==> config.mk <==
export PLATFORM = sky130hd
export DESIGN_NAME = sensor_ring_capture_with_spi_readout_flat
export DESIGN_NICKNAME = d
export VERILOG_FILES = /design/src/rtl/core/srcap_pkg.sv /design/src/rtl/core/srcap_if.sv /design/src/rtl/core/srcap_ram.sv /design/src/rtl/core/srcap_cmp.sv /design/src/rtl/core/sensor_ring_capture_with_spi_readout.sv /design/src/flat_wrapper.sv
export SDC_FILE = /design/constraint.sdc
export NUM_CORES = 1
export LEC_CHECK = 0
export ABC_CLOCK_PERIOD_IN_PS = 4200
export CORE_MARGIN = 2
export CORE_UTILIZATION = 45
export DETAILED_ROUTE_END_ITERATION = 6
export DONT_BUFFER_PORTS = 1
export GPL_TIMING_DRIVEN = 0
export PLACE_DENSITY = 0.61
export SLEW_MARGIN = 30
export SYNTH_ARGS = -nofsm -noshare
export SYNTH_HDL_FRONTEND = slang
export SYNTH_HIERARCHICAL = 1
export SYNTH_SLANG_ARGS = --single-unit
==> constraint.sdc <==
create_clock -name clk -period 4.2 [get_ports clk]
set_clock_uncertainty 0.1 [all_clocks]
set_input_delay 0.84 -clock clk [delete_from_list [all_inputs] [get_ports clk]]
set_output_delay 0.84 -clock clk [all_outputs]
set_load 0.005 [all_outputs]
==> src/rtl/core/srcap_pkg.sv <==
// shared constants, command codes and types for the sensor ring capture block
// no dependencies; compiled first
package srcap_pkg;

  localparam int RING_DEPTH = 32;
  localparam int PTR_W      = $clog2(RING_DEPTH);
  localparam int CNT_W      = $clog2(RING_DEPTH + 1);

  localparam logic [7:0] ALIVE_BYTE = 8'h55;
  localparam logic [7:0] ACK_BYTE   = 8'h33;
  localparam logic [7:0] STOP_BYTE  = 8'h16;

  localparam logic [7:0] CMD_ACK       = 8'd0;
  localparam logic [7:0] CMD_RD_LIGHT  = 8'd1;
  localparam logic [7:0] CMD_RD_MIC    = 8'd2;
  localparam logic [7:0] CMD_RD_LOUD   = 8'd3;
  localparam logic [7:0] CMD_THR_LIGHT = 8'd4;
  localparam logic [7:0] CMD_THR_LOUD  = 8'd5;
  localparam logic [7:0] CMD_FETCH     = 8'd6;

  localparam logic OP_TICK = 1'b0;
  localparam logic OP_CMD  = 1'b1;

  // request to the shared threshold compare unit
  typedef struct packed {
    logic [7:0] value;
    logic [7:0] thr;
  } cmp_req_t;

endpackage

==> src/rtl/core/srcap_if.sv <==
// valid/ready channel interfaces for sample/command transactions and reply bytes
// depends on nothing but plain logic types
interface srcap_in_if;
  logic       valid;
  logic       ready;
  logic       op;
  logic [9:0] light_sample;
  logic [9:0] mic_sample;
  logic [9:0] loud_sample;
  logic [7:0] command;
  logic [7:0] argument;

  modport source (output valid, op, light_sample, mic_sample, loud_sample, command,
                  argument, input ready);
  modport sink (input valid, op, light_sample, mic_sample, loud_sample, command,
                argument, output ready);
endinterface

interface srcap_out_if;
  logic       valid;
  logic       ready;
  logic [7:0] reply_byte;
  logic       last;
  logic [1:0] irq_pulses;
  logic       light_hit;
  logic       loud_hit;

  modport source (output valid, reply_byte, last, irq_pulses, light_hit, loud_hit,
                  input ready);
  modport sink (input valid, reply_byte, last, irq_pulses, light_hit, loud_hit,
                output ready);
endinterface

==> src/rtl/core/srcap_ram.sv <==
// generic single-write, single-read ram with registered read data
// no package dependencies
module srcap_ram #(
  parameter int DEPTH = 32,
  parameter int WIDTH = 8,
  parameter int AW    = $clog2(DEPTH)
) (
  input  logic             clk,
  input  logic             we,
  input  logic [AW-1:0]    waddr,
  input  logic [WIDTH-1:0] wdata,
  input  logic             re,
  input  logic [AW-1:0]    raddr,
  output logic [WIDTH-1:0] rdata
);

  logic [WIDTH-1:0] mem [DEPTH];

  // write port
  always_ff @(posedge clk) begin
    if (we) begin
      mem[waddr] <= wdata;
    end
  end

  // registered read port, holds while not enabled
  always_ff @(posedge clk) begin
    if (re) begin
      rdata <= mem[raddr];
    end
  end

endmodule

==> src/rtl/core/srcap_cmp.sv <==
// shared threshold compare unit: signed byte compare, zero threshold disables
// depends on srcap_pkg for the request struct
module srcap_cmp (
  input  srcap_pkg::cmp_req_t req,
  output logic                hit
);

  // reached when value >= threshold as signed bytes
  always_comb begin
    hit = (req.thr != 8'd0) && ($signed(req.value) >= $signed(req.thr));
  end

endmodule

==> src/rtl/core/sensor_ring_capture_with_spi_readout.sv <==
// top level: sequencer, ring buffers, thresholds and reply byte register
// depends on srcap_pkg, srcap_if, srcap_ram and srcap_cmp
//
// A sample tick writes one byte per sensor into three rings of RING_DEPTH
// entries; its one result is sent via S_TICK_L, S_TICK_D, S_TICK_OUT; the light
// and loudness threshold checks run one after the other through a single
// compare unit. A command returns 0x55 and the command echo, then its own
// bytes, one byte per cycle while the sink is ready: 2 bytes for an unknown
// command, 3 for ack or threshold set, 4 for fetch, and 4 + min(length,
// RING_DEPTH) for a buffer read with a positive length (4 otherwise), whose
// data bytes stream from the ring read port one per cycle.
// The block takes no new transaction until the last reply byte of the
// current one sits in the output register; it accepts the next one while that
// byte still waits to be taken. Ring contents are not cleared at reset.
module sensor_ring_capture_with_spi_readout (
  input logic         clk,
  input logic         rst_n,
  srcap_in_if.sink    in_ch,
  srcap_out_if.source out_ch
);

  localparam int PTR_W = srcap_pkg::PTR_W;
  localparam int CNT_W = srcap_pkg::CNT_W;

  localparam logic [3:0] S_IDLE     = 4'd0;
  localparam logic [3:0] S_TICK_L   = 4'd1;
  localparam logic [3:0] S_TICK_D   = 4'd2;
  localparam logic [3:0] S_TICK_OUT = 4'd3;
  localparam logic [3:0] S_ALIVE    = 4'd4;
  localparam logic [3:0] S_CMD      = 4'd5;
  localparam logic [3:0] S_ARG      = 4'd6;
  localparam logic [3:0] S_DATA     = 4'd7;
  localparam logic [3:0] S_FETCH    = 4'd8;
  localparam logic [3:0] S_LAST     = 4'd9;

  logic [3:0]       state_r, state_nxt;
  logic [7:0]       cmd_r, cmd_nxt;
  logic [7:0]       arg_r, arg_nxt;
  logic [7:0]       light_r, light_nxt;
  logic [7:0]       loud_r, loud_nxt;
  logic [1:0]       sel_r, sel_nxt;
  logic [7:0]       hold_r, hold_nxt;
  logic             lh_r, lh_nxt;
  logic             dh_r, dh_nxt;
  logic [PTR_W-1:0] light_wp_r, light_wp_nxt;
  logic [PTR_W-1:0] mic_wp_r, mic_wp_nxt;
  logic [PTR_W-1:0] loud_wp_r, loud_wp_nxt;
  logic [PTR_W-1:0] rd_r, rd_nxt;
  logic [CNT_W-1:0] cnt_r, cnt_nxt;
  logic [7:0]       light_thr_r, light_thr_nxt;
  logic [7:0]       loud_thr_r, loud_thr_nxt;
  logic [7:0]       light_lat_r, light_lat_nxt;
  logic [7:0]       loud_lat_r, loud_lat_nxt;

  logic             out_valid_r, out_valid_nxt;
  logic [7:0]       out_byte_r, out_byte_nxt;
  logic             out_last_r, out_last_nxt;
  logic [1:0]       out_irq_r, out_irq_nxt;
  logic             out_lh_r, out_lh_nxt;
  logic             out_dh_r, out_dh_nxt;

  logic             in_fire;
  logic             tick_wr;
  logic             out_free;
  logic             emit;
  logic             rd_en;
  logic [PTR_W-1:0] rd_addr;
  logic [7:0]       light_q, mic_q, loud_q, ring_q;
  logic [CNT_W-1:0] sat_len;
  logic             cmp_hit;
  srcap_pkg::cmp_req_t cmp_req;

  assign in_ch.ready = (state_r == S_IDLE);
  assign in_fire     = in_ch.valid && in_ch.ready;
  assign tick_wr     = in_fire && (in_ch.op == srcap_pkg::OP_TICK);
  assign out_free    = !out_valid_r || out_ch.ready;

  // ring read steps downward from the current read index
  assign rd_addr = (rd_r == '0) ? PTR_W'(srcap_pkg::RING_DEPTH - 1) : rd_r - 1'b1;

  // read length: signed-negative or zero sends nothing, saturate at depth
  always_comb begin
    if (arg_r[7] || (arg_r == 8'd0)) begin
      sat_len = '0;
    end else if ({1'b0, arg_r} > 9'(srcap_pkg::RING_DEPTH)) begin
      sat_len = CNT_W'(srcap_pkg::RING_DEPTH);
    end else begin
      sat_len = CNT_W'(arg_r);
    end
  end

  // ring buffers
  srcap_ram #(.DEPTH(srcap_pkg::RING_DEPTH), .WIDTH(8)) u_light_ring (
    .clk(clk), .we(tick_wr), .waddr(light_wp_r), .wdata(in_ch.light_sample[7:0]),
    .re(rd_en), .raddr(rd_addr), .rdata(light_q)
  );
  srcap_ram #(.DEPTH(srcap_pkg::RING_DEPTH), .WIDTH(8)) u_mic_ring (
    .clk(clk), .we(tick_wr), .waddr(mic_wp_r), .wdata(in_ch.mic_sample[9:2]),
    .re(rd_en), .raddr(rd_addr), .rdata(mic_q)
  );
  srcap_ram #(.DEPTH(srcap_pkg::RING_DEPTH), .WIDTH(8)) u_loud_ring (
    .clk(clk), .we(tick_wr), .waddr(loud_wp_r), .wdata(in_ch.loud_sample[9:2]),
    .re(rd_en), .raddr(rd_addr), .rdata(loud_q)
  );

  // select the ring being read
  always_comb begin
    case (sel_r)
      2'd1:    ring_q = light_q;
      2'd2:    ring_q = mic_q;
      default: ring_q = loud_q;
    endcase
  end

  // shared compare unit, light then loudness
  assign cmp_req.value = (state_r == S_TICK_L) ? light_r : loud_r;
  assign cmp_req.thr   = (state_r == S_TICK_L) ? light_thr_r : loud_thr_r;

  srcap_cmp u_cmp (
    .req(cmp_req),
    .hit(cmp_hit)
  );

  // sequencer
  always_comb begin
    state_nxt     = state_r;
    cmd_nxt       = cmd_r;
    arg_nxt       = arg_r;
    light_nxt     = light_r;
    loud_nxt      = loud_r;
    sel_nxt       = sel_r;
    hold_nxt      = hold_r;
    lh_nxt        = lh_r;
    dh_nxt        = dh_r;
    light_wp_nxt  = light_wp_r;
    mic_wp_nxt    = mic_wp_r;
    loud_wp_nxt   = loud_wp_r;
    rd_nxt        = rd_r;
    cnt_nxt       = cnt_r;
    light_thr_nxt = light_thr_r;
    loud_thr_nxt  = loud_thr_r;
    light_lat_nxt = light_lat_r;
    loud_lat_nxt  = loud_lat_r;
    emit          = 1'b0;
    rd_en         = 1'b0;
    out_byte_nxt  = out_byte_r;
    out_last_nxt  = out_last_r;
    out_irq_nxt   = out_irq_r;
    out_lh_nxt    = out_lh_r;
    out_dh_nxt    = out_dh_r;

    unique case (state_r)
      S_IDLE: begin
        if (in_fire) begin
          cmd_nxt   = in_ch.command;
          arg_nxt   = in_ch.argument;
          light_nxt = in_ch.light_sample[7:0];
          loud_nxt  = in_ch.loud_sample[9:2];
          if (in_ch.op == srcap_pkg::OP_TICK) begin
            light_wp_nxt = (32'(light_wp_r) + 1 >= srcap_pkg::RING_DEPTH) ? '0
                           : light_wp_r + 1'b1;
            mic_wp_nxt   = (32'(mic_wp_r) + 1 >= srcap_pkg::RING_DEPTH) ? '0
                           : mic_wp_r + 1'b1;
            loud_wp_nxt  = (32'(loud_wp_r) + 1 >= srcap_pkg::RING_DEPTH) ? '0
                           : loud_wp_r + 1'b1;
            state_nxt    = S_TICK_L;
          end else begin
            state_nxt = S_ALIVE;
          end
        end
      end
      S_TICK_L: begin
        lh_nxt = cmp_hit;
        if (cmp_hit) begin
          light_lat_nxt = light_r;
        end
        state_nxt = S_TICK_D;
      end
      S_TICK_D: begin
        dh_nxt = cmp_hit;
        if (cmp_hit) begin
          loud_lat_nxt = loud_r;
        end
        state_nxt = S_TICK_OUT;
      end
      S_TICK_OUT: begin
        if (out_free) begin
          emit         = 1'b1;
          out_byte_nxt = 8'd0;
          out_last_nxt = 1'b1;
          out_irq_nxt  = 2'd1 + {1'b0, lh_r} + {1'b0, dh_r};
          out_lh_nxt   = lh_r;
          out_dh_nxt   = dh_r;
          state_nxt    = S_IDLE;
        end
      end
      S_ALIVE: begin
        if (out_free) begin
          emit         = 1'b1;
          out_byte_nxt = srcap_pkg::ALIVE_BYTE;
          out_last_nxt = 1'b0;
          out_irq_nxt  = 2'd0;
          out_lh_nxt   = 1'b0;
          out_dh_nxt   = 1'b0;
          state_nxt    = S_CMD;
        end
      end
      S_CMD: begin
        if (out_free) begin
          emit         = 1'b1;
          out_byte_nxt = cmd_r;
          out_last_nxt = (cmd_r > srcap_pkg::CMD_FETCH);
          // command decode
          unique case (cmd_r) inside
            srcap_pkg::CMD_ACK: begin
              hold_nxt  = srcap_pkg::ACK_BYTE;
              state_nxt = S_LAST;
            end
            srcap_pkg::CMD_RD_LIGHT, srcap_pkg::CMD_RD_MIC, srcap_pkg::CMD_RD_LOUD: begin
              sel_nxt = cmd_r[1:0];
              if (cmd_r == srcap_pkg::CMD_RD_LIGHT) begin
                rd_nxt = light_wp_r;
              end else if (cmd_r == srcap_pkg::CMD_RD_MIC) begin
                rd_nxt = mic_wp_r;
              end else begin
                rd_nxt = loud_wp_r;
              end
              state_nxt = S_ARG;
            end
            srcap_pkg::CMD_THR_LIGHT: begin
              light_thr_nxt = arg_r;
              hold_nxt      = arg_r;
              state_nxt     = S_LAST;
            end
            srcap_pkg::CMD_THR_LOUD: begin
              loud_thr_nxt = arg_r;
              hold_nxt     = arg_r;
              state_nxt    = S_LAST;
            end
            srcap_pkg::CMD_FETCH: begin
              state_nxt = S_FETCH;
            end
            default: begin
              state_nxt = S_IDLE;
            end
          endcase
        end
      end
      S_ARG: begin
        if (out_free) begin
          emit         = 1'b1;
          out_byte_nxt = arg_r;
          out_last_nxt = 1'b0;
          cnt_nxt      = sat_len;
          if (sat_len != '0) begin
            rd_en  = 1'b1;
            rd_nxt = rd_addr;
          end
          state_nxt = S_DATA;
        end
      end
      S_DATA: begin
        if (out_free) begin
          emit = 1'b1;
          if (cnt_r == '0) begin
            out_byte_nxt = srcap_pkg::STOP_BYTE;
            out_last_nxt = 1'b1;
            state_nxt    = S_IDLE;
          end else begin
            out_byte_nxt = ring_q;
            out_last_nxt = 1'b0;
            cnt_nxt      = cnt_r - 1'b1;
            // prefetch the next older entry
            if (cnt_r != CNT_W'(1)) begin
              rd_en  = 1'b1;
              rd_nxt = rd_addr;
            end
          end
        end
      end
      S_FETCH: begin
        if (out_free) begin
          emit          = 1'b1;
          out_byte_nxt  = light_lat_r;
          out_last_nxt  = 1'b0;
          hold_nxt      = loud_lat_r;
          light_lat_nxt = 8'd0;
          loud_lat_nxt  = 8'd0;
          state_nxt     = S_LAST;
        end
      end
      S_LAST: begin
        if (out_free) begin
          emit         = 1'b1;
          out_byte_nxt = hold_r;
          out_last_nxt = 1'b1;
          state_nxt    = S_IDLE;
        end
      end
      default: begin
        state_nxt = S_IDLE;
      end
    endcase

    out_valid_nxt = emit ? 1'b1 : (out_ch.ready ? 1'b0 : out_valid_r);
  end

  // control state with reset
  always_ff @(posedge clk) begin
    if (!rst_n) begin
      state_r     <= S_IDLE;
      out_valid_r <= 1'b0;
      light_wp_r  <= '0;
      mic_wp_r    <= '0;
      loud_wp_r   <= '0;
      light_thr_r <= 8'd0;
      loud_thr_r  <= 8'd0;
      light_lat_r <= 8'd0;
      loud_lat_r  <= 8'd0;
    end else begin
      state_r     <= state_nxt;
      out_valid_r <= out_valid_nxt;
      light_wp_r  <= light_wp_nxt;
      mic_wp_r    <= mic_wp_nxt;
      loud_wp_r   <= loud_wp_nxt;
      light_thr_r <= light_thr_nxt;
      loud_thr_r  <= loud_thr_nxt;
      light_lat_r <= light_lat_nxt;
      loud_lat_r  <= loud_lat_nxt;
    end
  end

  // payload registers
  always_ff @(posedge clk) begin
    cmd_r      <= cmd_nxt;
    arg_r      <= arg_nxt;
    light_r    <= light_nxt;
    loud_r     <= loud_nxt;
    sel_r      <= sel_nxt;
    hold_r     <= hold_nxt;
    lh_r       <= lh_nxt;
    dh_r       <= dh_nxt;
    rd_r       <= rd_nxt;
    cnt_r      <= cnt_nxt;
    out_byte_r <= out_byte_nxt;
    out_last_r <= out_last_nxt;
    out_irq_r  <= out_irq_nxt;
    out_lh_r   <= out_lh_nxt;
    out_dh_r   <= out_dh_nxt;
  end

  assign out_ch.valid      = out_valid_r;
  assign out_ch.reply_byte = out_byte_r;
  assign out_ch.last       = out_last_r;
  assign out_ch.irq_pulses = out_irq_r;
  assign out_ch.light_hit  = out_lh_r;
  assign out_ch.loud_hit   = out_lh_r ? 1'b1 & out_dh_r : out_dh_r;

  // the block is not ready in the cycle after it accepts a transaction
  a_busy_after_accept: assert property (@(posedge clk) disable iff (!rst_n)
    in_fire |=> !in_ch.ready)
    else $error("block ready right after accepting a transaction");

  // interrupt pulses only appear on a tick result, which is always last
  a_irq_last: assert property (@(posedge clk) disable iff (!rst_n)
    (out_ch.valid && (out_ch.irq_pulses != 2'd0)) |-> out_ch.last)
    else $error("tick result not marked last");

  // pulse count matches the hit flags
  a_irq_count: assert property (@(posedge clk) disable iff (!rst_n)
    (out_ch.valid && (out_ch.irq_pulses != 2'd0)) |->
    (out_ch.irq_pulses == 2'd1 + {1'b0, out_ch.light_hit} + {1'b0, out_ch.loud_hit}))
    else $error("interrupt pulse count disagrees with hits");

  // read length never exceeds the ring depth
  a_cnt_bound: assert property (@(posedge clk) disable iff (!rst_n)
    (state_r == S_DATA) |-> (32'(cnt_r) <= srcap_pkg::RING_DEPTH))
    else $error("read count beyond ring depth");

endmodule
==> src/flat_wrapper.sv <==
// flat-port wrapper written by rule: the top's interface ports become plain ports
module sensor_ring_capture_with_spi_readout_flat 
  (clk, rst_n, in_ch_valid, in_ch_op, in_ch_light_sample, in_ch_mic_sample, in_ch_loud_sample, in_ch_command, in_ch_argument, in_ch_ready, out_ch_valid, out_ch_reply_byte, out_ch_last, out_ch_irq_pulses, out_ch_light_hit, out_ch_loud_hit, out_ch_ready);
  srcap_in_if in_ch_i ();
  srcap_out_if out_ch_i ();
  input logic clk;
  input logic rst_n;
  input wire logic [$bits(in_ch_i.valid)-1:0] in_ch_valid;
  input wire logic [$bits(in_ch_i.op)-1:0] in_ch_op;
  input wire logic [$bits(in_ch_i.light_sample)-1:0] in_ch_light_sample;
  input wire logic [$bits(in_ch_i.mic_sample)-1:0] in_ch_mic_sample;
  input wire logic [$bits(in_ch_i.loud_sample)-1:0] in_ch_loud_sample;
  input wire logic [$bits(in_ch_i.command)-1:0] in_ch_command;
  input wire logic [$bits(in_ch_i.argument)-1:0] in_ch_argument;
  output wire logic [$bits(in_ch_i.ready)-1:0] in_ch_ready;
  output wire logic [$bits(out_ch_i.valid)-1:0] out_ch_valid;
  output wire logic [$bits(out_ch_i.reply_byte)-1:0] out_ch_reply_byte;
  output wire logic [$bits(out_ch_i.last)-1:0] out_ch_last;
  output wire logic [$bits(out_ch_i.irq_pulses)-1:0] out_ch_irq_pulses;
  output wire logic [$bits(out_ch_i.light_hit)-1:0] out_ch_light_hit;
  output wire logic [$bits(out_ch_i.loud_hit)-1:0] out_ch_loud_hit;
  input wire logic [$bits(out_ch_i.ready)-1:0] out_ch_ready;
  assign in_ch_i.valid = in_ch_valid;
  assign in_ch_i.op = in_ch_op;
  assign in_ch_i.light_sample = in_ch_light_sample;
  assign in_ch_i.mic_sample = in_ch_mic_sample;
  assign in_ch_i.loud_sample = in_ch_loud_sample;
  assign in_ch_i.command = in_ch_command;
  assign in_ch_i.argument = in_ch_argument;
  assign in_ch_ready = in_ch_i.ready;
  assign out_ch_valid = out_ch_i.valid;
  assign out_ch_reply_byte = out_ch_i.reply_byte;
  assign out_ch_last = out_ch_i.last;
  assign out_ch_irq_pulses = out_ch_i.irq_pulses;
  assign out_ch_light_hit = out_ch_i.light_hit;
  assign out_ch_loud_hit = out_ch_i.loud_hit;
  assign out_ch_i.ready = out_ch_ready;
  sensor_ring_capture_with_spi_readout u_core (.clk(clk), .rst_n(rst_n), .in_ch(in_ch_i), .out_ch(out_ch_i));
endmodule
==> results of run 1 <==
==> layer usage <==
metal  part of all wire (%)  global-route usage, %  up-vias
li1                       -                      -     7799
met1                     42                   28.2     9629
met2                     49                   32.8      681
met3                    6.6                   3.86      132
met4                    2.2                   4.87        0
met5                      0                      0        -
==> metrics by stage <==
stage          hold slack (ps)  utilization (%)  setup TNS (ps)
3_5_place_dp               349             47.1            -652
6_report                   173             51.1               0
4_1_cts                    139             51.0               0
3_3_place_gp               342             47.1           -4670
2_1_floorplan              331                -               0
5_1_grt                    138             51.1           -1260
==> power groups by stage <==
stage	sequential, W	clock (W)	combinational (W)
final	0.0105	0.00840	0.00270
after global routing	0.0106	0.00893	0.00285
after CTS	0.0105	0.00856	0.00268
after detailed placement	0.0107	0	0.00266
after global placement	0.0107	0	0.00261
after floorplan	0.0106	0	0.00184
==> area by class of cell <==
cell class / instances / area [µm²]
Buffer: 93 / 479
Fill cell: 6308 / 39400
Multi-Input combinational cell: 812 / 9160
Clock buffer: 107 / 2400
Clock inverter: 61 / 747
Tap cell: 1060 / 1330
Timing Repair Buffer: 6 / 65.1
Sequential cell: 912 / 26900
Inverter: 29 / 109
==> how the worst min path moves through the flow <==
stage / end / slack, ps / cells after the start
after floorplan: u_core/light_thr_r[0] / 330 / 2
after global placement: u_core/light_thr_r[5] / 340 / 2
after detailed placement: u_core/light_thr_r[1] / 350 / 2
after CTS: u_core/u_mic_ring/mem[14][3] / 140 / 0
after global routing: u_core/u_light_ring/mem[17][4] / 140 / 0
final: u_core/u_mic_ring/mem[1][2] / 170 / 0
==> worst register-to-register path: stages, from the launching register on <==
cell and delay [ps]:
edfxtp_1 420, inv_1 80, ha_1 200, xor2_1 560, clkbuf_1 640, buf_1 580, mux4_2 470, mux4_2 560
mux2_2 320
==> kinds of logic (layout without fill, tap and decap cells) <==
kind of cell             Yosys count  count (layout)  share of synthesized area (%)
flip-flops                       912             912                           73.5
AO/OA/AOI/OAI                    140             140                           2.78
XOR/XNOR                          13              13                          0.311
AND/OR/NAND/NOR                  341             341                           4.70
buffers and inverters            122             296                           1.58
multiplexers                     301             301                           16.6
adder cells (fa/ha/maj)           17              17                          0.582
==> timing repair <==
action                                  in CTS  in global routing
pin swaps                                    0                  1
endpoints found under the setup margin      25                 59
buffers inserted                             0                  2
cloned                                       0                  0
gates resized for setup                      4                 12
==> placed cells by master (no fill, tap or decap), types with 13 or more instances in the layout <==
| master | synthesis | final |
|---|---|---|
| buf_2 | 13 | 14 |
| nand2_1 | 49 | 49 |
| inv_1 | 28 | 28 |
| mux2_2 | 40 | 40 |
| buf_1 | 20 | 18 |
| bufinv_16 | 0 | 13 |
| clkinv_1 | 0 | 19 |
| clkinv_2 | 0 | 17 |
| a22oi_1 | 18 | 17 |
| mux4_2 | 240 | 240 |
| buf_4 | 20 | 25 |
| clkbuf_16 | 0 | 93 |
| ha_1 | 17 | 17 |
| a21oi_1 | 30 | 30 |
| nor2_1 | 162 | 156 |
| dfxtp_1 | 52 | 52 |
| clkbuf_1 | 36 | 43 |
| nand3b_1 | 18 | 18 |
| o21ai_0 | 17 | 17 |
| mux2i_1 | 21 | 21 |
| edfxtp_1 | 860 | 860 |
| nand3_1 | 31 | 31 |
==> flow_metrics.env, run 1 <==
export IMPL_status="finished clean"
export IMPL_overflow=0
export IMPL_gp_congestion=0.909
export IMPL_ys_top_cells_by_area="edfxtp_1 (71%), mux4_2 (15%), dfxtp_1 (2.8%)"
export IMPL_cts_hold_buf=0
export IMPL_syn_nets=1914
export IMPL_slew_headroom_pct=35.0
export IMPL_reg2regPathDepth=8
export IMPL_drc=0
export IMPL_drive_above_1_share_pct=25.0
export IMPL_synth_ff_type="edfxtp_1"
export IMPL_ys_seq_area_share_pct=73.5
export IMPL_cts_root_buffer="clkbuf_16"
export IMPL_grt_max_degree=34
export IMPL_numCtsBuffers=93
export IMPL_path_buf_inv=3
export IMPL_core_um2=80500
export IMPL_grt_pass1_wl_um=122000
export IMPL_p_clk_share_pct=38.8
export IMPL_yosys_warnings=6
export IMPL_portBuffers=0
export IMPL_hold_viol_final=0
export IMPL_dr_pass1_iters=6
export IMPL_vdd_drop_max_v=0.000375
export IMPL_insertion_delay_ps=660
export IMPL_finalCriticalPeriod_ps=4190
export IMPL_swShare_pct=24.2
export IMPL_slowest_delay_ps=640
export IMPL_grt_pass1_vias=18176
export IMPL_final_nets=2015
export IMPL_min_path_type="primary input to flip-flop"
export IMPL_combPwrFrac_pct=12.5
export IMPL_synth_top_area_cell="edfxtp_1"
export IMPL_p_seq_share_pct=48.7
export IMPL_dp_slack_ps=-92.0
export IMPL_worstReg2RegStart="u_core/rd_r[0]"
export IMPL_fin_cells=3080
export IMPL_cp_cell_sequence="inv_1 -> ha_1 -> xor2_1 -> clkbuf_1 -> buf_1 -> mux4_2 -> mux4_2 -> mux2_2"
export IMPL_cts_sinks=912
export IMPL_fin_total_pwr_w=0.0216
export IMPL_rsz0062_at_grt="yes"
export IMPL_ys_ff_latch=912
export IMPL_reg_top3="u_core/u_light_ring/mem x256, u_core/u_loud_ring/mem x256, u_core/u_mic_ring/mem x256"
export IMPL_finalCritPeriodShare_pct=99.7
export IMPL_antenna_found_initial=0
export IMPL_die_y_um=289
export IMPL_leakage_nw=12.8
export IMPL_intPower_w=0.0164
export IMPL_ys_types=79
export IMPL_cts_clk_slew_worst_paths_ps=60
export IMPL_start_util_pct=45.4
export IMPL_netlist_area_um2=36600
export IMPL_worst_pin_slew_ps=962
export IMPL_synth_common_cells="edfxtp_1 (860), mux4_2 (240), nor2_1 (162)"
export IMPL_r2r_setup_slack_ps=10
export IMPL_crit_arrival_ps=4480
export IMPL_dieWidth_um=289
export IMPL_startpoint_type="flip-flop"
export IMPL_p_per_area_nw_per_um2=526
export IMPL_postRouteAntennaNets=0
export IMPL_hold_start="in_ch_mic_sample[4]"
export IMPL_crit_start="u_core/rd_r[0]"
export IMPL_p_switching_w=0.00524
export IMPL_fmax_ghz=0.239
export IMPL_crit_type="flip-flop to flip-flop"
export IMPL_die_area_um2=83600
export IMPL_syn_area_per_cell_um2=19.8
export IMPL_wirelength_um=83800
export IMPL_vias_per_cell=5.92
export IMPL_cts_buffer_depth=3
export IMPL_crit_cells=8
export IMPL_critPathMostFrequentCell="mux4_2"
export IMPL_drt_iter0_drc=2077
export IMPL_n_antenna_cell=0
export IMPL_worstReg2RegEnd="u_core/u_loud_ring/rdata[3]"
export IMPL_cp_top_family="multiplexers"
export IMPL_wire_per_inst_um=27.2
export IMPL_grt_total_usage_pct=20.1
export IMPL_crit_required_ps=4500
export IMPL_ioPinCount=66
export IMPL_drv_cap=0
export IMPL_rows=104
export IMPL_synthMostInstantiatedCell="edfxtp_1"
export IMPL_dpl_cell_area_um2=38000
export IMPL_async_reset_ff_share_pct=0
export IMPL_dp_hpwl_um=55300
export IMPL_via_count=18241
export IMPL_cp_max_fo=10
export IMPL_slowest_stage="clkbuf_1"
export IMPL_crit_path_end="u_core/u_loud_ring/rdata[3]"
export IMPL_synth_top_area_share_pct=70.6
export IMPL_drv_slew=0
export IMPL_synth_edff_count=860
export IMPL_area_growth_pct=12.5
export IMPL_final_area_um2=41200
export IMPL_place_inst=2910
export IMPL_cts_htree_levels=3
export IMPL_syn_inst=1846
export IMPL_setup_violations=0
export IMPL_setup_slack_ps=13.3
export IMPL_endpoint_kind="flip-flop"
export IMPL_cts_tree="yes"
No activity file was read; power rests on OpenSTA's default activity.
==> inputs of run 2 (changes only) <==
--- a/config.mk
+++ b/config.mk
@@ -5,7 +5,7 @@
 export SDC_FILE = /design/constraint.sdc
 export NUM_CORES = 1
 export LEC_CHECK = 0
-export ABC_CLOCK_PERIOD_IN_PS = 4200
+export ABC_CLOCK_PERIOD_IN_PS = 5000
 export CORE_MARGIN = 2
 export CORE_UTILIZATION = 45
 export DETAILED_ROUTE_END_ITERATION = 6
==> constraint.sdc (replaced) <==
create_clock -name clk -period 5 [get_ports clk]
set_clock_uncertainty 0.1 [all_clocks]
set_input_delay 1 -clock clk [delete_from_list [all_inputs] [get_ports clk]]
set_output_delay 1 -clock clk [all_outputs]
set_load 0.005 [all_outputs]
==> flow_metrics.env, run 2 (synthesized netlist as in run 1, its figures left out) <==
export IMPL_status="finished clean"
export IMPL_worst_pin_slew_ps=942
export IMPL_fin_cells=3078
export IMPL_register_area_um2=26900
export IMPL_overflow=0
export IMPL_p_per_area_nw_per_um2=442
export IMPL_grt_pass1_vias=18162
export IMPL_crit_type="flip-flop to flip-flop"
export IMPL_drv_cap=0
export IMPL_totalNegativeSetupSlack_ps=0
export IMPL_cts_sinks=912
export IMPL_p_switching_w=0.00439
export IMPL_r2r_setup_slack_ps=700
export IMPL_cts_hold_buf=0
export IMPL_endpoint_kind="flip-flop"
export IMPL_gp_congestion=0.909
export IMPL_swShare_pct=24.2
export IMPL_antenna_found_initial=0
export IMPL_fillers=6311
export IMPL_final_cell_mix="edfxtp_1 (860), mux4_2 (240), nor2_1 (162)"
export IMPL_drt_iter0_drc=1984
export IMPL_setup_violations=0
export IMPL_portBuffers=0
export IMPL_post_cts_buffers=0
export IMPL_ioPinCount=66
export IMPL_drv_slew=0
export IMPL_dieWidth_um=289
export IMPL_slew_headroom_pct=37.0
export IMPL_rsz0062_at_grt="no"
export IMPL_combPwrFrac_pct=12.4
export IMPL_final_common_cell="edfxtp_1"
export IMPL_crit_required_ps=5290
export IMPL_multi_input_area_um2=9140
export IMPL_reg_top3="u_core/u_light_ring/mem x256, u_core/u_loud_ring/mem x256, u_core/u_mic_ring/mem x256"
export IMPL_finalCritPeriodShare_pct=86.0
export IMPL_p_clk_share_pct=38.8
export IMPL_grt_pass1_wl_um=122000
export IMPL_cp_max_fo=10
export IMPL_wirelength_um=83600
export IMPL_rows=104
export IMPL_min_path_type="primary input to flip-flop"
export IMPL_grt_max_degree=34
export IMPL_wire_per_inst_um=27.2
export IMPL_cts_htree_levels=3
export IMPL_fmax_ghz=0.233
export IMPL_die_y_um=289
export IMPL_startpoint_type="flip-flop"
export IMPL_insertion_delay_ps=650
export IMPL_postRouteAntennaNets=0
export IMPL_numCtsBuffers=93
export IMPL_area_growth_pct=12.4
export IMPL_vdd_drop_max_v=0.000315
export IMPL_leakage_nw=12.8
export IMPL_intPower_w=0.0138
export IMPL_finalCriticalPeriod_ps=4300
export IMPL_cts_resized=0
export IMPL_drive_above_1_share_pct=24.3
export IMPL_via_count=18200
export IMPL_n_antenna_cell=0
export IMPL_cts_tree="yes"
export IMPL_cts_root_buffer="clkbuf_16"
export IMPL_dr_pass1_iters=6
export IMPL_dp_hpwl_um=55300
export IMPL_start_util_pct=45.4
export IMPL_crit_arrival_ps=4590
export IMPL_final_nets=2013
export IMPL_vias_per_cell=5.91
export IMPL_die_area_um2=83600
export IMPL_place_inst=2910
export IMPL_cts_clk_slew_worst_paths_ps=60
export IMPL_hold_viol_final=0
export IMPL_grt_total_usage_pct=20.1
export IMPL_drc=0
export IMPL_core_um2=80500
export IMPL_cts_buffer_depth=3
export IMPL_p_seq_share_pct=48.8
==> run 2: cell count changes in the layout (fill, tap and decap cells not counted), sizes merged <==
cell	before	now
buf	62	60
==> run 2: path summary, 6_finish.rpt <==
check | start | end | cells after the start
max reg2reg | u_core/rd_r[0] | u_core/u_loud_ring/rdata[6] | 8
min reg2reg | u_core/light_thr_r[1] | u_core/light_thr_r[1] | 2
max | u_core/rd_r[0] | u_core/u_loud_ring/rdata[6] | 8
min | in_ch_mic_sample[4] | u_core/u_mic_ring/mem[0][2] | 0
==> run 2: stage by stage <==
stage	hold WS [ps]	cell area (µm²)	util (%)	power, W	worst slack (ps)
after floorplan	331	36600	-	0.0105	1400
after global placement	342	37900	47.1	0.0112	446
after detailed placement	349	38000	47.1	0.0113	708
after CTS	299	41100	51.0	0.0183	660
after global routing	298	41100	51.0	0.0188	420
final	335	41100	51.0	0.0182	699
==> run 2: layout make-up <==
class                      instances  area share, %
multi-input combinational        812           22.2
sequential                       912           65.4
buffer                            93           1.15
clock buffer                     107           5.84
tap                             1060           3.23
timing repair buffer               4          0.122
inverter                          29          0.265
clock inverter                    61           1.82
==> run 2: critical path, stage by stage (launching register included) <==
cell and delay [ps]:
edfxtp_1 420, inv_1 80, ha_1 200, xor2_1 570, clkbuf_1 640, clkbuf_1 700, mux4_2 470, mux4_2 530
mux2_2 320
==> run 2: power groups by stage <==
stage	clock (W)	combinational (W)	sequential, W
global placement	0	0.00220	0.00902
global route	0.00750	0.00238	0.00887
finish	0.00705	0.00225	0.00886
detailed placement	0	0.00224	0.00902
floorplan	0	0.00154	0.00892
CTS	0.00719	0.00225	0.00886
==> run 2: routing by layer <==
layer | vias up | GRT usage (%) | part of all wire (%)
met1 | 9638 | 28.2 | 42
met2 | 649 | 32.8 | 49
met5 | - | 0 | 0
met4 | 0 | 4.87 | 2.1
li1 | 7782 | - | -
met3 | 131 | 3.86 | 6.5
==> inputs of run 3 (changes only) <==
--- a/config.mk
+++ b/config.mk
@@ -6,6 +6,8 @@
 export NUM_CORES = 1
 export LEC_CHECK = 0
 export ABC_CLOCK_PERIOD_IN_PS = 5000
+export CAP_MARGIN = 40
+export CORE_ASPECT_RATIO = 1.2
 export CORE_MARGIN = 2
 export CORE_UTILIZATION = 45
 export DETAILED_ROUTE_END_ITERATION = 6
==> flow_metrics.env, run 3 (synthesized netlist as in run 1, its figures left out) <==
export IMPL_status="finished clean"
export IMPL_dr_pass1_iters=7
export IMPL_crit_arrival_ps=4790
export IMPL_via_count=18152
export IMPL_insertion_delay_ps=650
export IMPL_endpoint_kind="flip-flop"
export IMPL_cts_hold_buf=0
export IMPL_slowest_delay_ps=700
export IMPL_cts_htree_levels=3
export IMPL_postRouteAntennaNets=0
export IMPL_final_cell_mix="edfxtp_1 (860), mux4_2 (240), nor2_1 (162)"
export IMPL_reg_top3="u_core/u_light_ring/mem x256, u_core/u_loud_ring/mem x256, u_core/u_mic_ring/mem x256"
export IMPL_cp_cell_sequence="buf_2 -> nor4b_4 -> buf_2 -> mux2_2 -> ha_1 -> nand2b_4 -> a2111oi_4 -> nor3_1 -> a22o_1 -> a22oi_1 -> a22oi_1 -> nor2_1"
export IMPL_cts_sinks=912
export IMPL_grt_pass1_wl_um=123000
export IMPL_p_seq_share_pct=50.5
export IMPL_startpoint_type="flip-flop"
export IMPL_multi_input_area_um2=9140
export IMPL_vdd_drop_max_v=0.000325
export IMPL_place_inst=2895
export IMPL_intPower_w=0.0133
export IMPL_swShare_pct=24.2
export IMPL_overflow=0
export IMPL_drt_iter0_drc=1754
export IMPL_dieWidth_um=264
export IMPL_die_area_um2=83600
export IMPL_finalCriticalPeriod_ps=4310
export IMPL_grt_total_usage_pct=20.1
export IMPL_setup_violations=0
export IMPL_portBuffers=0
export IMPL_final_common_cell="edfxtp_1"
export IMPL_totalNegativeSetupSlack_ps=0
export IMPL_combPwrFrac_pct=12.7
export IMPL_cp_max_fo=10
export IMPL_wirelength_um=83200
export IMPL_cts_clk_slew_worst_paths_ps=60
export IMPL_fin_cells=3078
export IMPL_rows=114
export IMPL_crit_required_ps=5480
export IMPL_ioPinCount=66
export IMPL_drc=0
export IMPL_cts_tree="yes"
export IMPL_cts_buffer_depth=3
export IMPL_hold_viol_final=0
export IMPL_register_area_um2=26900
export IMPL_worst_pin_slew_ps=843
export IMPL_p_per_area_nw_per_um2=429
export IMPL_wire_per_inst_um=27.0
export IMPL_cts_root_buffer="clkbuf_16"
export IMPL_core_um2=80600
export IMPL_start_util_pct=45.4
export IMPL_drv_slew=0
export IMPL_slew_headroom_pct=43.6
export IMPL_die_y_um=316
export IMPL_drive_above_1_share_pct=24.4
export IMPL_dp_hpwl_um=55500
export IMPL_leakage_nw=12.7
export IMPL_crit_type="flip-flop to flip-flop"
export IMPL_grt_max_degree=34
export IMPL_gp_congestion=0.958
export IMPL_area_growth_pct=11.7
export IMPL_min_path_type="primary input to flip-flop"
export IMPL_fmax_ghz=0.232
export IMPL_final_nets=2026
export IMPL_finalCritPeriodShare_pct=86.2
export IMPL_drv_cap=0
export IMPL_final_area_um2=40900
export IMPL_cts_resized=0
export IMPL_p_clk_share_pct=36.8
export IMPL_rsz0062_at_grt="no"
export IMPL_numCtsBuffers=87
export IMPL_fillers=6316
export IMPL_slowest_stage="a22oi_1"
export IMPL_grt_pass1_vias=18395
export IMPL_p_switching_w=0.00425
export IMPL_vias_per_cell=5.90
export IMPL_antenna_found_initial=1
export IMPL_post_cts_buffers=0
export IMPL_dpl_cell_area_um2=37900
-- run 3: cell count changes in the layout (fill, tap and decap cells not counted), moves of 2 or more --
cell,before,now
clkbuf_4,0,9
clkbuf_1,48,54
buf_4,23,28
bufinv_16,13,8
clkbuf_16,93,88
clkinv_16,4,0
buf_2,13,16
clkbuf_8,2,0
clkinv_1,19,21
clkinv_4,1,3
-- run 3: final timing paths --
path                    startpoint                     to  slack (ps)  cells after the start
max              u_core/state_r[1]   u_core/loud_lat_r[2]         690                     12
min reg2reg  u_core/light_thr_r[6]  u_core/light_thr_r[6]         360                      2
max reg2reg      u_core/state_r[1]   u_core/loud_lat_r[2]         690                     12
min              in_ch_argument[2]        u_core/arg_r[2]         340                      0
-- run 3: routing by layer --
| layer | GRT usage (%) | part of all wire, % | up-vias |
|---|---|---|---|
| met5 | 0 | 0.017 | - |
| met4 | 6.52 | 2.7 | 2 |
| met3 | 3.52 | 5.7 | 137 |
| met2 | 34.2 | 51 | 596 |
| met1 | 26.4 | 41 | 9591 |
| li1 | - | - | 7826 |
-- run 3: worst max-delay path: cells and delay by family, from the launching register on --
family | cells | cell delay, ps
mux | 1 | 400
flops | 1 | 380
fa+ha+maj | 1 | 300
simple gates | 4 | 940
compound gates | 4 | 1480
buf+inv | 2 | 630
-- run 3: power groups by stage --
stage               clock, W  sequential, W  combinational (W)
CTS                  0.00663        0.00885            0.00222
floorplan                  0        0.00892            0.00154
detailed placement         0        0.00901            0.00220
global route         0.00694        0.00887            0.00235
global placement           0        0.00901            0.00217
finish               0.00646        0.00885            0.00222
-- run 3: final cells by class --
type | count | share of cell area, %
inverter | 29 | 0.266
timing repair buffer | 23 | 0.401
clock buffer | 106 | 5.55
antenna | 1 | 0.00612
tap | 1044 | 3.20
multi-input combinational | 812 | 22.4
clock inverter | 58 | 1.32
buffer | 93 | 1.15
sequential | 912 | 65.7
-- run 3: stage by stage --
stage	utilization [%]	total power, W	setup WS (ps)	hold WS, ps
global route	50.7	0.0181	507	309
CTS	50.5	0.0177	786	301
detailed placement	47.0	0.0112	810	348
finish	50.7	0.0175	691	338
floorplan	-	0.0105	1400	331
global placement	47.0	0.0112	403	340
